File: src/rtl/record_dc_ac_rms_measure_assert.svh
// Assertion macros shared by the record mean and RMS measurement RTL
`ifndef RECORD_DC_AC_RMS_MEASURE_ASSERT_SVH
`define RECORD_DC_AC_RMS_MEASURE_ASSERT_SVH

// Same-cycle implication, sampled on clk, off while arst_n is low
`define RDM_ASSERT_IMP(lbl, ante, cons, msg) \
	lbl: assert property (@(posedge clk) disable iff (!arst_n) (ante) |-> (cons)) \
		else $error(msg);

// Next-cycle implication, sampled on clk, off while arst_n is low
`define RDM_ASSERT_NXT(lbl, ante, cons, msg) \
	lbl: assert property (@(posedge clk) disable iff (!arst_n) (ante) |=> (cons)) \
		else $error(msg);

`endif

File: src/rtl/rdm_pkg.sv
// Shared constants and types for the record mean and RMS measurement block
package rdm_pkg;

	localparam int SAMPLE_BITS = 16;
	localparam int MAX_RECORD  = 1048576;

	localparam int IN_W  = 16;
	localparam int CNT_W = 21;
	localparam int SUM_W = 37;
	localparam int MAG_W = SUM_W - 1;
	localparam int SQR_W = 2 * IN_W;
	localparam int SQ_W  = 52;
	localparam int OUT_W = 24;

	// shift-add multiplier
	localparam int MUL_A_W   = SQ_W;
	localparam int MUL_B_W   = MAG_W;
	localparam int PROD_W    = MUL_A_W + MUL_B_W;
	localparam int MUL_CNT_W = $clog2(MUL_B_W + 1);

	// restoring divider
	localparam int DIV_W     = PROD_W;
	localparam int DEN_W     = 2 * CNT_W;
	localparam int DIV_CNT_W = $clog2(DIV_W + 1);

	// digit-by-digit square root
	localparam int ROOT_W      = OUT_W;
	localparam int RAD_W       = 2 * ROOT_W;
	localparam int SQRT_REM_W  = ROOT_W + 2;
	localparam int SQRT_CNT_W  = $clog2(ROOT_W + 1);

	localparam int VAR_SHIFT = 16;
	localparam int DC_SHIFT  = 8;

	typedef struct packed {
		logic busy;
		logic done;
	} srl_stat_t;

endpackage

File: src/rtl/rdm_if.sv
// Sample and result channel interfaces

interface rdm_in_if import rdm_pkg::*; ();
	logic                    valid;
	logic                    ready;
	logic signed [IN_W-1:0]  sample;
	logic                    last;

	modport source (output valid, output sample, output last, input ready);
	modport sink   (input valid, input sample, input last, output ready);
endinterface

interface rdm_out_if import rdm_pkg::*; ();
	logic                    valid;
	logic                    ready;
	logic signed [OUT_W-1:0] dc_mean_q8;
	logic [OUT_W-1:0]        ac_rms_q8;
	logic [OUT_W-1:0]        total_rms_q8;
	logic [CNT_W-1:0]        sample_count;
	logic                    overflow;

	modport source (output valid, output dc_mean_q8, output ac_rms_q8, output total_rms_q8,
		output sample_count, output overflow, input ready);
	modport sink   (input valid, input dc_mean_q8, input ac_rms_q8, input total_rms_q8,
		input sample_count, input overflow, output ready);
endinterface

File: src/rtl/rdm_accum.sv
// Running sum, sum of squares and sample count over one record
module rdm_accum import rdm_pkg::*; (
	input  logic                    clk,
	input  logic                    arst_n,
	input  logic                    take,
	input  logic [IN_W-1:0]         sample,
	input  logic                    clr,
	output logic signed [SUM_W-1:0] sum,
	output logic [SQ_W-1:0]         sumsq,
	output logic [CNT_W-1:0]        count,
	output logic                    ovf,
	output logic                    pend
);

	logic signed [IN_W-1:0]  smp_w;
	logic signed [SQR_W-1:0] sq_w;
	logic                    room_w;

	logic                    v_s1;
	logic signed [IN_W-1:0]  smp_s1;
	logic [SQR_W-1:0]        sq_s1;

	logic signed [SUM_W-1:0] sum_q;
	logic [SQ_W-1:0]         sumsq_q;
	logic [CNT_W-1:0]        cnt_q;
	logic                    ovf_q;

	// only the low SAMPLE_BITS bits count, as two's complement
	assign smp_w  = IN_W'($signed(sample[SAMPLE_BITS-1:0]));
	assign sq_w   = SQR_W'(smp_w) * SQR_W'(smp_w);
	assign room_w = (cnt_q < CNT_W'(MAX_RECORD));

	always_ff @(posedge clk or negedge arst_n) begin
		if (!arst_n) begin
			cnt_q <= '0;
			ovf_q <= 1'b0;
			v_s1  <= 1'b0;
		end else if (clr) begin
			cnt_q <= '0;
			ovf_q <= 1'b0;
			v_s1  <= 1'b0;
		end else begin
			v_s1 <= take && room_w;
			if (take && room_w) begin
				cnt_q <= cnt_q + CNT_W'(1);
			end else if (take) begin
				ovf_q <= 1'b1;
			end
		end
	end

	always_ff @(posedge clk) begin
		smp_s1 <= smp_w;
		sq_s1  <= $unsigned(sq_w);
	end

	always_ff @(posedge clk or negedge arst_n) begin
		if (!arst_n) begin
			sum_q   <= '0;
			sumsq_q <= '0;
		end else if (clr) begin
			sum_q   <= '0;
			sumsq_q <= '0;
		end else if (v_s1) begin
			sum_q   <= sum_q + SUM_W'(smp_s1);
			sumsq_q <= sumsq_q + SQ_W'(sq_s1);
		end
	end

	assign sum   = sum_q;
	assign sumsq = sumsq_q;
	assign count = cnt_q;
	assign ovf   = ovf_q;
	assign pend  = v_s1;

endmodule

File: src/rtl/rdm_mul.sv
// Shift-add multiplier, one multiplier bit per cycle
module rdm_mul import rdm_pkg::*; (
	input  logic               clk,
	input  logic               arst_n,
	input  logic               go,
	input  logic [MUL_A_W-1:0] a,
	input  logic [MUL_B_W-1:0] b,
	output logic [PROD_W-1:0]  prod,
	output srl_stat_t          stat
);

	logic [MUL_A_W-1:0]   a_q;
	logic [PROD_W-1:0]    prod_q;
	logic [MUL_A_W:0]     add_w;
	logic [MUL_CNT_W-1:0] cnt_q;
	logic                 busy_q;
	logic                 done_q;

	assign add_w = {1'b0, prod_q[PROD_W-1:MUL_B_W]} + {1'b0, (prod_q[0] ? a_q : '0)};

	always_ff @(posedge clk or negedge arst_n) begin
		if (!arst_n) begin
			busy_q <= 1'b0;
			done_q <= 1'b0;
			cnt_q  <= '0;
		end else begin
			done_q <= 1'b0;
			if (go) begin
				busy_q <= 1'b1;
				cnt_q  <= MUL_CNT_W'(MUL_B_W);
			end else if (busy_q) begin
				cnt_q <= cnt_q - MUL_CNT_W'(1);
				if (cnt_q == MUL_CNT_W'(1)) begin
					busy_q <= 1'b0;
					done_q <= 1'b1;
				end
			end
		end
	end

	// low MUL_B_W bits hold the multiplier, which shifts out as the product shifts in
	always_ff @(posedge clk) begin
		if (go) begin
			a_q    <= a;
			prod_q <= {{MUL_A_W{1'b0}}, b};
		end else if (busy_q) begin
			prod_q <= {add_w, prod_q[MUL_B_W-1:1]};
		end
	end

	assign prod      = prod_q;
	assign stat.busy = busy_q;
	assign stat.done = done_q;

endmodule

File: src/rtl/rdm_div.sv
// Restoring divider, one quotient bit per cycle
module rdm_div import rdm_pkg::*; (
	input  logic             clk,
	input  logic             arst_n,
	input  logic             go,
	input  logic [DIV_W-1:0] num,
	input  logic [DEN_W-1:0] den,
	output logic [DIV_W-1:0] quo,
	output logic             rem_nz,
	output srl_stat_t        stat
);

	logic [DIV_W-1:0]     num_q;
	logic [DEN_W-1:0]     den_q;
	logic [DEN_W-1:0]     rem_q;
	logic [DEN_W:0]       trial_w;
	logic [DEN_W+1:0]     diff_w;
	logic                 qbit_w;
	logic [DIV_CNT_W-1:0] cnt_q;
	logic                 busy_q;
	logic                 done_q;

	assign trial_w = {rem_q, num_q[DIV_W-1]};
	assign diff_w  = {1'b0, trial_w} - {2'b00, den_q};
	assign qbit_w  = !diff_w[DEN_W+1];

	always_ff @(posedge clk or negedge arst_n) begin
		if (!arst_n) begin
			busy_q <= 1'b0;
			done_q <= 1'b0;
			cnt_q  <= '0;
		end else begin
			done_q <= 1'b0;
			if (go) begin
				busy_q <= 1'b1;
				cnt_q  <= DIV_CNT_W'(DIV_W);
			end else if (busy_q) begin
				cnt_q <= cnt_q - DIV_CNT_W'(1);
				if (cnt_q == DIV_CNT_W'(1)) begin
					busy_q <= 1'b0;
					done_q <= 1'b1;
				end
			end
		end
	end

	// dividend shifts out at the top, quotient bits shift in at the bottom
	always_ff @(posedge clk) begin
		if (go) begin
			num_q <= num;
			den_q <= den;
			rem_q <= '0;
		end else if (busy_q) begin
			num_q <= {num_q[DIV_W-2:0], qbit_w};
			rem_q <= qbit_w ? diff_w[DEN_W-1:0] : trial_w[DEN_W-1:0];
		end
	end

	assign quo       = num_q;
	assign rem_nz    = (rem_q != '0);
	assign stat.busy = busy_q;
	assign stat.done = done_q;

endmodule

File: src/rtl/rdm_sqrt.sv
// Floor square root, one root bit (two radicand bits) per cycle
module rdm_sqrt import rdm_pkg::*; (
	input  logic              clk,
	input  logic              arst_n,
	input  logic              go,
	input  logic [RAD_W-1:0]  rad,
	output logic [ROOT_W-1:0] root,
	output srl_stat_t         stat
);

	logic [RAD_W-1:0]        rad_q;
	logic [ROOT_W-1:0]       root_q;
	logic [SQRT_REM_W-1:0]   rem_q;
	logic [SQRT_REM_W+1:0]   trial_w;
	logic [SQRT_REM_W+1:0]   sub_w;
	logic [SQRT_REM_W+2:0]   diff_w;
	logic                    ge_w;
	logic [SQRT_CNT_W-1:0]   cnt_q;
	logic                    busy_q;
	logic                    done_q;

	assign trial_w = {rem_q, rad_q[RAD_W-1 -: 2]};
	assign sub_w   = {2'b00, root_q, 2'b01};
	assign diff_w  = {1'b0, trial_w} - {1'b0, sub_w};
	assign ge_w    = !diff_w[SQRT_REM_W+2];

	always_ff @(posedge clk or negedge arst_n) begin
		if (!arst_n) begin
			busy_q <= 1'b0;
			done_q <= 1'b0;
			cnt_q  <= '0;
		end else begin
			done_q <= 1'b0;
			if (go) begin
				busy_q <= 1'b1;
				cnt_q  <= SQRT_CNT_W'(ROOT_W);
			end else if (busy_q) begin
				cnt_q <= cnt_q - SQRT_CNT_W'(1);
				if (cnt_q == SQRT_CNT_W'(1)) begin
					busy_q <= 1'b0;
					done_q <= 1'b1;
				end
			end
		end
	end

	// remainder stays below 2*root+1, so it never outgrows SQRT_REM_W
	always_ff @(posedge clk) begin
		if (go) begin
			rad_q  <= rad;
			root_q <= '0;
			rem_q  <= '0;
		end else if (busy_q) begin
			rad_q  <= rad_q << 2;
			root_q <= {root_q[ROOT_W-2:0], ge_w};
			rem_q  <= ge_w ? diff_w[SQRT_REM_W-1:0] : trial_w[SQRT_REM_W-1:0];
		end
	end

	assign root      = root_q;
	assign stat.busy = busy_q;
	assign stat.done = done_q;

endmodule

File: src/rtl/record_dc_ac_rms_measure.sv
// Record mean and RMS measurement: accumulator, sequencer and result register
//
//  channel | dir | fields                                               | moves
//  din     | in  | sample, last                                         | one sample per item
//  dout    | out | dc_mean_q8, ac_rms_q8, total_rms_q8, sample_count,   | one result per record
//          |     | overflow                                             |
//
// Samples are taken one per cycle while a record runs; arst_n clears sums, count and control.
// dout.valid rises after the last item once the sequencer has run through the drain state, three
// 36-step multiplies, then an 88-step divide and a 24-step square root for the AC RMS, the same pair
// for the total RMS and an 88-step divide for the mean, each with a launch and a done cycle, then the load.
// din.ready is low from the last item until the load; the result register frees the block
// while dout stalls, and a record that finishes first waits in the done state until it drains.
`include "record_dc_ac_rms_measure_assert.svh"

module record_dc_ac_rms_measure import rdm_pkg::*; (
	input  logic      clk,
	input  logic      arst_n,
	rdm_in_if.sink    din,
	rdm_out_if.source dout
);

	typedef enum logic [10:0] {
		ST_ACCUM    = 11'b000_0000_0001,
		ST_DRAIN    = 11'b000_0000_0010,
		ST_MUL_SSQ  = 11'b000_0000_0100,
		ST_MUL_SUM  = 11'b000_0000_1000,
		ST_MUL_N    = 11'b000_0001_0000,
		ST_DIV_VAR  = 11'b000_0010_0000,
		ST_SQRT_AC  = 11'b000_0100_0000,
		ST_DIV_MS   = 11'b000_1000_0000,
		ST_SQRT_TOT = 11'b001_0000_0000,
		ST_DIV_DC   = 11'b010_0000_0000,
		ST_DONE     = 11'b100_0000_0000
	} seq_state_t;

	seq_state_t state_q, nxt_w;

	logic                    accept_w;
	logic                    load_w;
	logic                    go_q;
	logic                    mul_go_w;
	logic                    div_go_w;
	logic                    sqrt_go_w;

	logic signed [SUM_W-1:0] acc_sum;
	logic [SQ_W-1:0]         acc_sumsq;
	logic [CNT_W-1:0]        acc_cnt;
	logic                    acc_ovf;
	logic                    acc_pend;

	logic                    sum_neg_w;
	logic [SUM_W-1:0]        mag_full_w;
	logic [MAG_W-1:0]        smag_w;

	logic [MUL_A_W-1:0]      mul_a_w;
	logic [MUL_B_W-1:0]      mul_b_w;
	logic [PROD_W-1:0]       mul_prod;
	srl_stat_t               mul_st;

	logic [DIV_W-1:0]        div_num_w;
	logic [DEN_W-1:0]        div_den_w;
	logic [DIV_W-1:0]        div_quo;
	logic                    div_rem_nz;
	srl_stat_t               div_st;

	logic [ROOT_W-1:0]       sqrt_root;
	srl_stat_t               sqrt_st;

	logic [PROD_W-1:0]       p1_q;
	logic [PROD_W-1:0]       dev_q;
	logic [DEN_W-1:0]        nsq_q;
	logic [OUT_W-1:0]        ac_q;
	logic [OUT_W-1:0]        tot_q;
	logic [OUT_W-1:0]        dc_q;
	logic [OUT_W-1:0]        qinc_w;

	logic                    out_valid_q;
	logic [OUT_W-1:0]        dc_out_q;
	logic [OUT_W-1:0]        ac_out_q;
	logic [OUT_W-1:0]        tot_out_q;
	logic [CNT_W-1:0]        cnt_out_q;
	logic                    ovf_out_q;

	assign din.ready = (state_q == ST_ACCUM);
	assign accept_w  = din.valid && din.ready;
	assign load_w    = (state_q == ST_DONE) && (!out_valid_q || dout.ready);

	rdm_accum u_accum (
		.clk    (clk),
		.arst_n (arst_n),
		.take   (accept_w),
		.sample (din.sample),
		.clr    (load_w),
		.sum    (acc_sum),
		.sumsq  (acc_sumsq),
		.count  (acc_cnt),
		.ovf    (acc_ovf),
		.pend   (acc_pend)
	);

	assign sum_neg_w  = acc_sum[SUM_W-1];
	assign mag_full_w = sum_neg_w ? (~acc_sum + SUM_W'(1)) : acc_sum;
	assign smag_w     = mag_full_w[MAG_W-1:0];

	// operand selection follows the state the unit is launched in
	always_comb begin
		mul_a_w = '0;
		mul_b_w = '0;
		case (state_q)
			ST_MUL_SSQ: begin
				mul_a_w = acc_sumsq;
				mul_b_w = MUL_B_W'(acc_cnt);
			end
			ST_MUL_SUM: begin
				mul_a_w = MUL_A_W'(smag_w);
				mul_b_w = smag_w;
			end
			ST_MUL_N: begin
				mul_a_w = MUL_A_W'(acc_cnt);
				mul_b_w = MUL_B_W'(acc_cnt);
			end
			default: begin
				mul_a_w = '0;
				mul_b_w = '0;
			end
		endcase
	end

	always_comb begin
		div_num_w = '0;
		div_den_w = '0;
		case (state_q)
			ST_DIV_VAR: begin
				div_num_w = dev_q << VAR_SHIFT;
				div_den_w = nsq_q;
			end
			ST_DIV_MS: begin
				div_num_w = DIV_W'(acc_sumsq) << VAR_SHIFT;
				div_den_w = DEN_W'(acc_cnt);
			end
			ST_DIV_DC: begin
				div_num_w = DIV_W'(smag_w) << DC_SHIFT;
				div_den_w = DEN_W'(acc_cnt);
			end
			default: begin
				div_num_w = '0;
				div_den_w = '0;
			end
		endcase
	end

	// only the unit that belongs to the current state is launched
	assign mul_go_w  = go_q && ((state_q == ST_MUL_SSQ) || (state_q == ST_MUL_SUM)
		|| (state_q == ST_MUL_N));
	assign div_go_w  = go_q && ((state_q == ST_DIV_VAR) || (state_q == ST_DIV_MS)
		|| (state_q == ST_DIV_DC));
	assign sqrt_go_w = go_q && ((state_q == ST_SQRT_AC) || (state_q == ST_SQRT_TOT));

	rdm_mul u_mul (
		.clk    (clk),
		.arst_n (arst_n),
		.go     (mul_go_w),
		.a      (mul_a_w),
		.b      (mul_b_w),
		.prod   (mul_prod),
		.stat   (mul_st)
	);

	rdm_div u_div (
		.clk    (clk),
		.arst_n (arst_n),
		.go     (div_go_w),
		.num    (div_num_w),
		.den    (div_den_w),
		.quo    (div_quo),
		.rem_nz (div_rem_nz),
		.stat   (div_st)
	);

	rdm_sqrt u_sqrt (
		.clk    (clk),
		.arst_n (arst_n),
		.go     (sqrt_go_w),
		.rad    (div_quo[RAD_W-1:0]),
		.root   (sqrt_root),
		.stat   (sqrt_st)
	);

	always_comb begin
		nxt_w = state_q;
		case (state_q)
			ST_ACCUM:    if (accept_w && din.last) nxt_w = ST_DRAIN;
			ST_DRAIN:    if (!acc_pend) nxt_w = ST_MUL_SSQ;
			ST_MUL_SSQ:  if (mul_st.done) nxt_w = ST_MUL_SUM;
			ST_MUL_SUM:  if (mul_st.done) nxt_w = ST_MUL_N;
			ST_MUL_N:    if (mul_st.done) nxt_w = ST_DIV_VAR;
			ST_DIV_VAR:  if (div_st.done) nxt_w = ST_SQRT_AC;
			ST_SQRT_AC:  if (sqrt_st.done) nxt_w = ST_DIV_MS;
			ST_DIV_MS:   if (div_st.done) nxt_w = ST_SQRT_TOT;
			ST_SQRT_TOT: if (sqrt_st.done) nxt_w = ST_DIV_DC;
			ST_DIV_DC:   if (div_st.done) nxt_w = ST_DONE;
			ST_DONE:     if (load_w) nxt_w = ST_ACCUM;
			default:     nxt_w = ST_ACCUM;
		endcase
	end

	always_ff @(posedge clk or negedge arst_n) begin
		if (!arst_n) begin
			state_q <= ST_ACCUM;
			go_q    <= 1'b0;
		end else begin
			state_q <= nxt_w;
			// launch the unit on entry to each arithmetic state
			go_q    <= (nxt_w != state_q) && (nxt_w != ST_ACCUM)
				&& (nxt_w != ST_DRAIN) && (nxt_w != ST_DONE);
		end
	end

	// floor for a negative mean: minus the quotient, one more if inexact
	assign qinc_w = div_quo[OUT_W-1:0] + OUT_W'(div_rem_nz);

	always_ff @(posedge clk) begin
		if (state_q == ST_MUL_SSQ && mul_st.done) begin
			p1_q <= mul_prod;
		end
		if (state_q == ST_MUL_SUM && mul_st.done) begin
			dev_q <= p1_q - mul_prod;
		end
		if (state_q == ST_MUL_N && mul_st.done) begin
			nsq_q <= mul_prod[DEN_W-1:0];
		end
		if (state_q == ST_SQRT_AC && sqrt_st.done) begin
			ac_q <= sqrt_root;
		end
		if (state_q == ST_SQRT_TOT && sqrt_st.done) begin
			tot_q <= sqrt_root;
		end
		if (state_q == ST_DIV_DC && div_st.done) begin
			dc_q <= sum_neg_w ? (~qinc_w + OUT_W'(1)) : div_quo[OUT_W-1:0];
		end
	end

	always_ff @(posedge clk or negedge arst_n) begin
		if (!arst_n) begin
			out_valid_q <= 1'b0;
		end else if (load_w) begin
			out_valid_q <= 1'b1;
		end else if (dout.ready) begin
			out_valid_q <= 1'b0;
		end
	end

	always_ff @(posedge clk) begin
		if (load_w) begin
			dc_out_q  <= dc_q;
			ac_out_q  <= ac_q;
			tot_out_q <= tot_q;
			cnt_out_q <= acc_cnt;
			ovf_out_q <= acc_ovf;
		end
	end

	assign dout.valid        = out_valid_q;
	assign dout.dc_mean_q8   = $signed(dc_out_q);
	assign dout.ac_rms_q8    = ac_out_q;
	assign dout.total_rms_q8 = tot_out_q;
	assign dout.sample_count = cnt_out_q;
	assign dout.overflow     = ovf_out_q;

	`RDM_ASSERT_NXT(a_last_drains, accept_w && din.last, state_q == ST_DRAIN,
		"last item did not end the record")
	`RDM_ASSERT_IMP(a_one_unit, 1'b1, $onehot0({mul_st.busy, div_st.busy, sqrt_st.busy}),
		"more than one arithmetic unit busy")
	`RDM_ASSERT_IMP(a_dev_pos, state_q == ST_MUL_N, !dev_q[PROD_W-1],
		"negative deviation sum")
	`RDM_ASSERT_IMP(a_ac_le_tot, load_w, ac_q <= tot_q,
		"AC RMS above total RMS")
	`RDM_ASSERT_IMP(a_valid_src, $rose(out_valid_q), $past(state_q == ST_DONE),
		"result shown without finished computation")

endmodule

File: src/flat_wrapper.sv
// flat-port wrapper written by rule: the top's interface ports become plain ports
module record_dc_ac_rms_measure_flat import rdm_pkg::*;
  (clk, arst_n, din_valid, din_sample, din_last, din_ready, dout_valid, dout_dc_mean_q8, dout_ac_rms_q8, dout_total_rms_q8, dout_sample_count, dout_overflow, dout_ready);
  rdm_in_if din_i ();
  rdm_out_if dout_i ();
  input  logic clk;
  input  logic arst_n;
  input wire logic [$bits(din_i.valid)-1:0] din_valid;
  input wire logic [$bits(din_i.sample)-1:0] din_sample;
  input wire logic [$bits(din_i.last)-1:0] din_last;
  output wire logic [$bits(din_i.ready)-1:0] din_ready;
  output wire logic [$bits(dout_i.valid)-1:0] dout_valid;
  output wire logic [$bits(dout_i.dc_mean_q8)-1:0] dout_dc_mean_q8;
  output wire logic [$bits(dout_i.ac_rms_q8)-1:0] dout_ac_rms_q8;
  output wire logic [$bits(dout_i.total_rms_q8)-1:0] dout_total_rms_q8;
  output wire logic [$bits(dout_i.sample_count)-1:0] dout_sample_count;
  output wire logic [$bits(dout_i.overflow)-1:0] dout_overflow;
  input wire logic [$bits(dout_i.ready)-1:0] dout_ready;
  assign din_i.valid = din_valid;
  assign din_i.sample = din_sample;
  assign din_i.last = din_last;
  assign din_ready = din_i.ready;
  assign dout_valid = dout_i.valid;
  assign dout_dc_mean_q8 = dout_i.dc_mean_q8;
  assign dout_ac_rms_q8 = dout_i.ac_rms_q8;
  assign dout_total_rms_q8 = dout_i.total_rms_q8;
  assign dout_sample_count = dout_i.sample_count;
  assign dout_overflow = dout_i.overflow;
  assign dout_i.ready = dout_ready;
  record_dc_ac_rms_measure u_core (.clk(clk), .arst_n(arst_n), .din(din_i), .dout(dout_i));
endmodule
File: config.mk
export PLATFORM = sky130hd
export DESIGN_NAME = record_dc_ac_rms_measure_flat
export DESIGN_NICKNAME = d
export VERILOG_FILES = /design/src/rtl/rdm_pkg.sv /design/src/rtl/rdm_if.sv /design/src/rtl/rdm_accum.sv /design/src/rtl/rdm_mul.sv /design/src/rtl/rdm_div.sv /design/src/rtl/rdm_sqrt.sv /design/src/rtl/record_dc_ac_rms_measure.sv /design/src/flat_wrapper.sv
export VERILOG_INCLUDE_DIRS = /design/src /design/src/rtl
export SDC_FILE = /design/constraint.sdc
export NUM_CORES = 2
export LEC_CHECK = 0
export BUFFER_PORTS_ARGS = -buffer_cell sky130_fd_sc_hd__buf_2
export CAP_MARGIN = 20
export CORE_AREA = 2 2 326 328
export DETAILED_ROUTE_END_ITERATION = 10
export DIE_AREA = 0 0 328 330
export GPL_TIMING_DRIVEN = 0
export HOLD_SLACK_MARGIN = 0.05
export PLACE_DENSITY = 0.76
export SYNTH_ARGS = -nofsm -noshare
export SYNTH_HDL_FRONTEND = slang
export SYNTH_HIERARCHICAL = 1
export SYNTH_SLANG_ARGS = --single-unit
File: constraint.sdc
create_clock -name clk -period 18.03 [get_ports clk]
set_input_delay 0 -clock clk [delete_from_list [all_inputs] [get_ports clk]]
set_output_delay 0 -clock clk [all_outputs]
set_load 0.01 [all_outputs]
==> key figures <==
Placed design
  • Post-DP Area: 64940 um2
  • Post-Place Cells: 7515
  • Input/output buffers: 116
  • Placer Congestion: 0.9565
  • Setup slack at placement: 10.79 ns
  • HPWL Detailed: 129600 um

Clock network
  • Clk buf depth: 3
  • Clk sinks: 957
  • Post_cts resized: 0
  • Total CTS buffers: 97
  • CTS clock-pin slew for the worst setup and hold paths: 0.06 ns
  • Setup Buffers After CTS: 0
  • Post-CTS Hold Buffers: 29
  • CTS H-tree depth: 3
  • Clock Latency Late Sink: 0.70 ns
  • CTS tree: built
  • Clock Tree Root: clkbuf_16

Detailed routing
  • Avg WL per Cell: 21.71 um
  • Routed Wire Length: 167800 um
  • Via density: 6.065
  • Drt drc: 0
  • Via count: 46880
  • Post-DRT Antenna Nets: 0
  • First-pass DRT Iterations: 6
  • Initial DRC Count: 4300

Pwr
  • Total power: 9.963 mW
  • Leak Pwr: 28.68 nW
  • Cell area power density: 145.1 nW/um2
  • Peak VDD IR: 0.0003931 V

STA
  • Minimum clock period: 7.204 ns
  • Hold Slack: 0.08427 ns
  • Setup slack after layout: 10.83 ns
  • Slew margin rel.: 21.54%
  • Worst Skew: 0.04651 ns
  • Peak Freq: 138.8 MHz
  • Total Negative Setup Slacks: 0 ns
  • Period utilisation layout: 39.96%
  • Endpoints failing setup: 0
  • Unrepaired setup endpoints after global routing: false
  • Final hold vios: 0
  • Slew @ Worst Pin: 1.177 ns
  • Slew Viols, Final: 0

GRT
  • GR met2 Demand/Resource: 50.20%
  • Number of global-route vias before repair: 45770
  • Global-route track usage on met1: 41.25%
  • M3 GR Usage: 3.633%
  • Largest net degree at the start of global routing: 91
  • Grt total ovfl: 0
  • Grt peak-use layer: met2
  • Initial antenna violation count: 1
  • Total Routing Usage GR: 30.63%
  • Global-route wire length before repair: 258000 um

Cells and area
  • Net total in the final layout: 6875
  • Fill cell count: 8226
  • Non-filler cells, final: 7730
  • FF/Latch Area: 26090 um2
  • Most common cell after layout, fill and taps aside: edfxtp_1
  • Area of the multi-input gates: 32790 um2
  • Fraction of layout cells with a size suffix above 1: 9.610%
  • Final core utilization: 65.62%
  • Area Growth Syn to Fin: 10.39%
  • Fin area: 68690 um2
  • Commonest non-fill, non-tap cells in the layout: edfxtp_1, inv_1, nor2_1

Floorplan
  • # rows: 119
  • IO Pins: 117
  • Die ar.: 108200 um2
  • Starting Density: 59.45%
  • Core area: 104700 um2
  • Die W: 328 um
  • Die Ht: 330 um

Run
  • Max_cap viols: 0

Outcome
  • Status: completed

Setup path
  • CP Capture Type: flip-flop
  • Crit Path Class: input pin to flip-flop
  • Crit-path max FO: 10
  • Crit start category: input pin
  • Worst endpoint required time: 18.63 ns
  • Critical R2R Launch: u_core/state_q[2]$_DFF_PN0_
  • Crit path from: din_sample[4]
  • CP Data Arrival Time: 7.80 ns

Yosys
  • YS warnings: 6
  • Post-synthesis area per instance: 10.40 um2
  • Post-synthesis cell area: 62220 um2
  • Mapped Cells: 5984

Worst hold path
  • Hold Path Class: input pin to flip-flop
  • Hold wc startpoint: din_sample[4]
per-layer routing:
| metal | up-vias | share of wire (%) |
|---|---|---|
| met5 | - | 0.0077 |
| met4 | 2 | 4.5 |
| met3 | 378 | 7.1 |
| met2 | 1909 | 46 |
| met1 | 22810 | 42 |
| li1 | 21780 | - |
flip-flops by register name, indices dropped and copies added (netlist names), 15 cells and up:
name and cells:
u_core/p1_q 72, u_core/u_div/den_q 42, u_core/tot_q 24, u_core/ac_q 24, u_core/u_sqrt/rad_q 48, u_core/dout.dc_mean_q8 24
u_core/u_accum/count 21, u_core/nsq_q 42, u_core/u_div/quo 88, u_core/dout.ac_rms_q8 24, u_core/u_accum/sumsq 52, u_core/u_accum/smp_s1 15
u_core/u_accum/sum 37, u_core/dout.total_rms_q8 24, u_core/u_div/rem_q 42, u_core/u_mul/a_q 52, u_core/dev_q 72, u_core/u_sqrt/rem_q 26
u_core/dout.sample_count 21, u_core/u_sqrt/root 24, u_core/dc_q 24, u_core/u_accum/sq_s1 31, u_core/u_mul/prod 88
worst max-delay path: stages:
cell,delay [ns]
dlygate4sd3_1,0.52
buf_2,0.20
clkbuf_1,0.60
clkbuf_1,0.54
nand2_1,0.18
fa_1,0.64
inv_1,0.07
fa_1,0.47
fa_1,0.53
fa_1,0.52
fa_1,0.55
inv_1,0.05
fa_1,0.52
inv_1,0.04
ha_1,0.26
clkbuf_1,0.27
and3_1,0.35
nand3_1,0.17
o211ai_1,0.44
nand2_1,0.12
o21ba_2,0.25
o21ai_0,0.18
a21oi_1,0.10
xnor2_1,0.20
final timing paths:
check	to	slack (ns)	cells past startpoint
max	u_core/u_accum/sq_s1[31]$_DFF_P_	10.83	24
min	u_core/u_accum/smp_s1[4]$_DFF_P_	0.08	2
min in group asynchronous	u_core/u_accum/sumsq[31]$_DFFE_PN0P_	0.48	4
min reg2reg	u_core/dout.total_rms_q8[19]$_DFFE_PP_	0.41	0
max reg2reg	u_core/u_div/quo[44]$_DFFE_PP_	12.50	11
max in group asynchronous	u_core/u_accum/count[18]$_DFFE_PN0P_	17.08	4
power breakdown:
part / total, mW / internal (mW) / switching [mW] / leakage [nW]
combinational: 4.97 / 2.10 / 2.87 / 17.9
clock: 2.13 / 1.22 / 0.910 / 1.66
sequential: 2.86 / 2.58 / 0.277 / 9.12
total: 9.96 / 5.90 / 4.06 / 28.7
area by class of cell:
cell class	instances	share of cell area, %
Antenna cell	2	0.007286
Buffer	268	1.800
Clock buffer	133	4.026
Clock inverter	51	0.9691
Inverter	583	3.190
Multi-Input combinational cell	4183	47.74
Sequential cell	957	37.99
Tap cell	1391	2.534
Timing Repair Buffer	162	1.749
No activity file was read; power rests on OpenSTA's default activity.
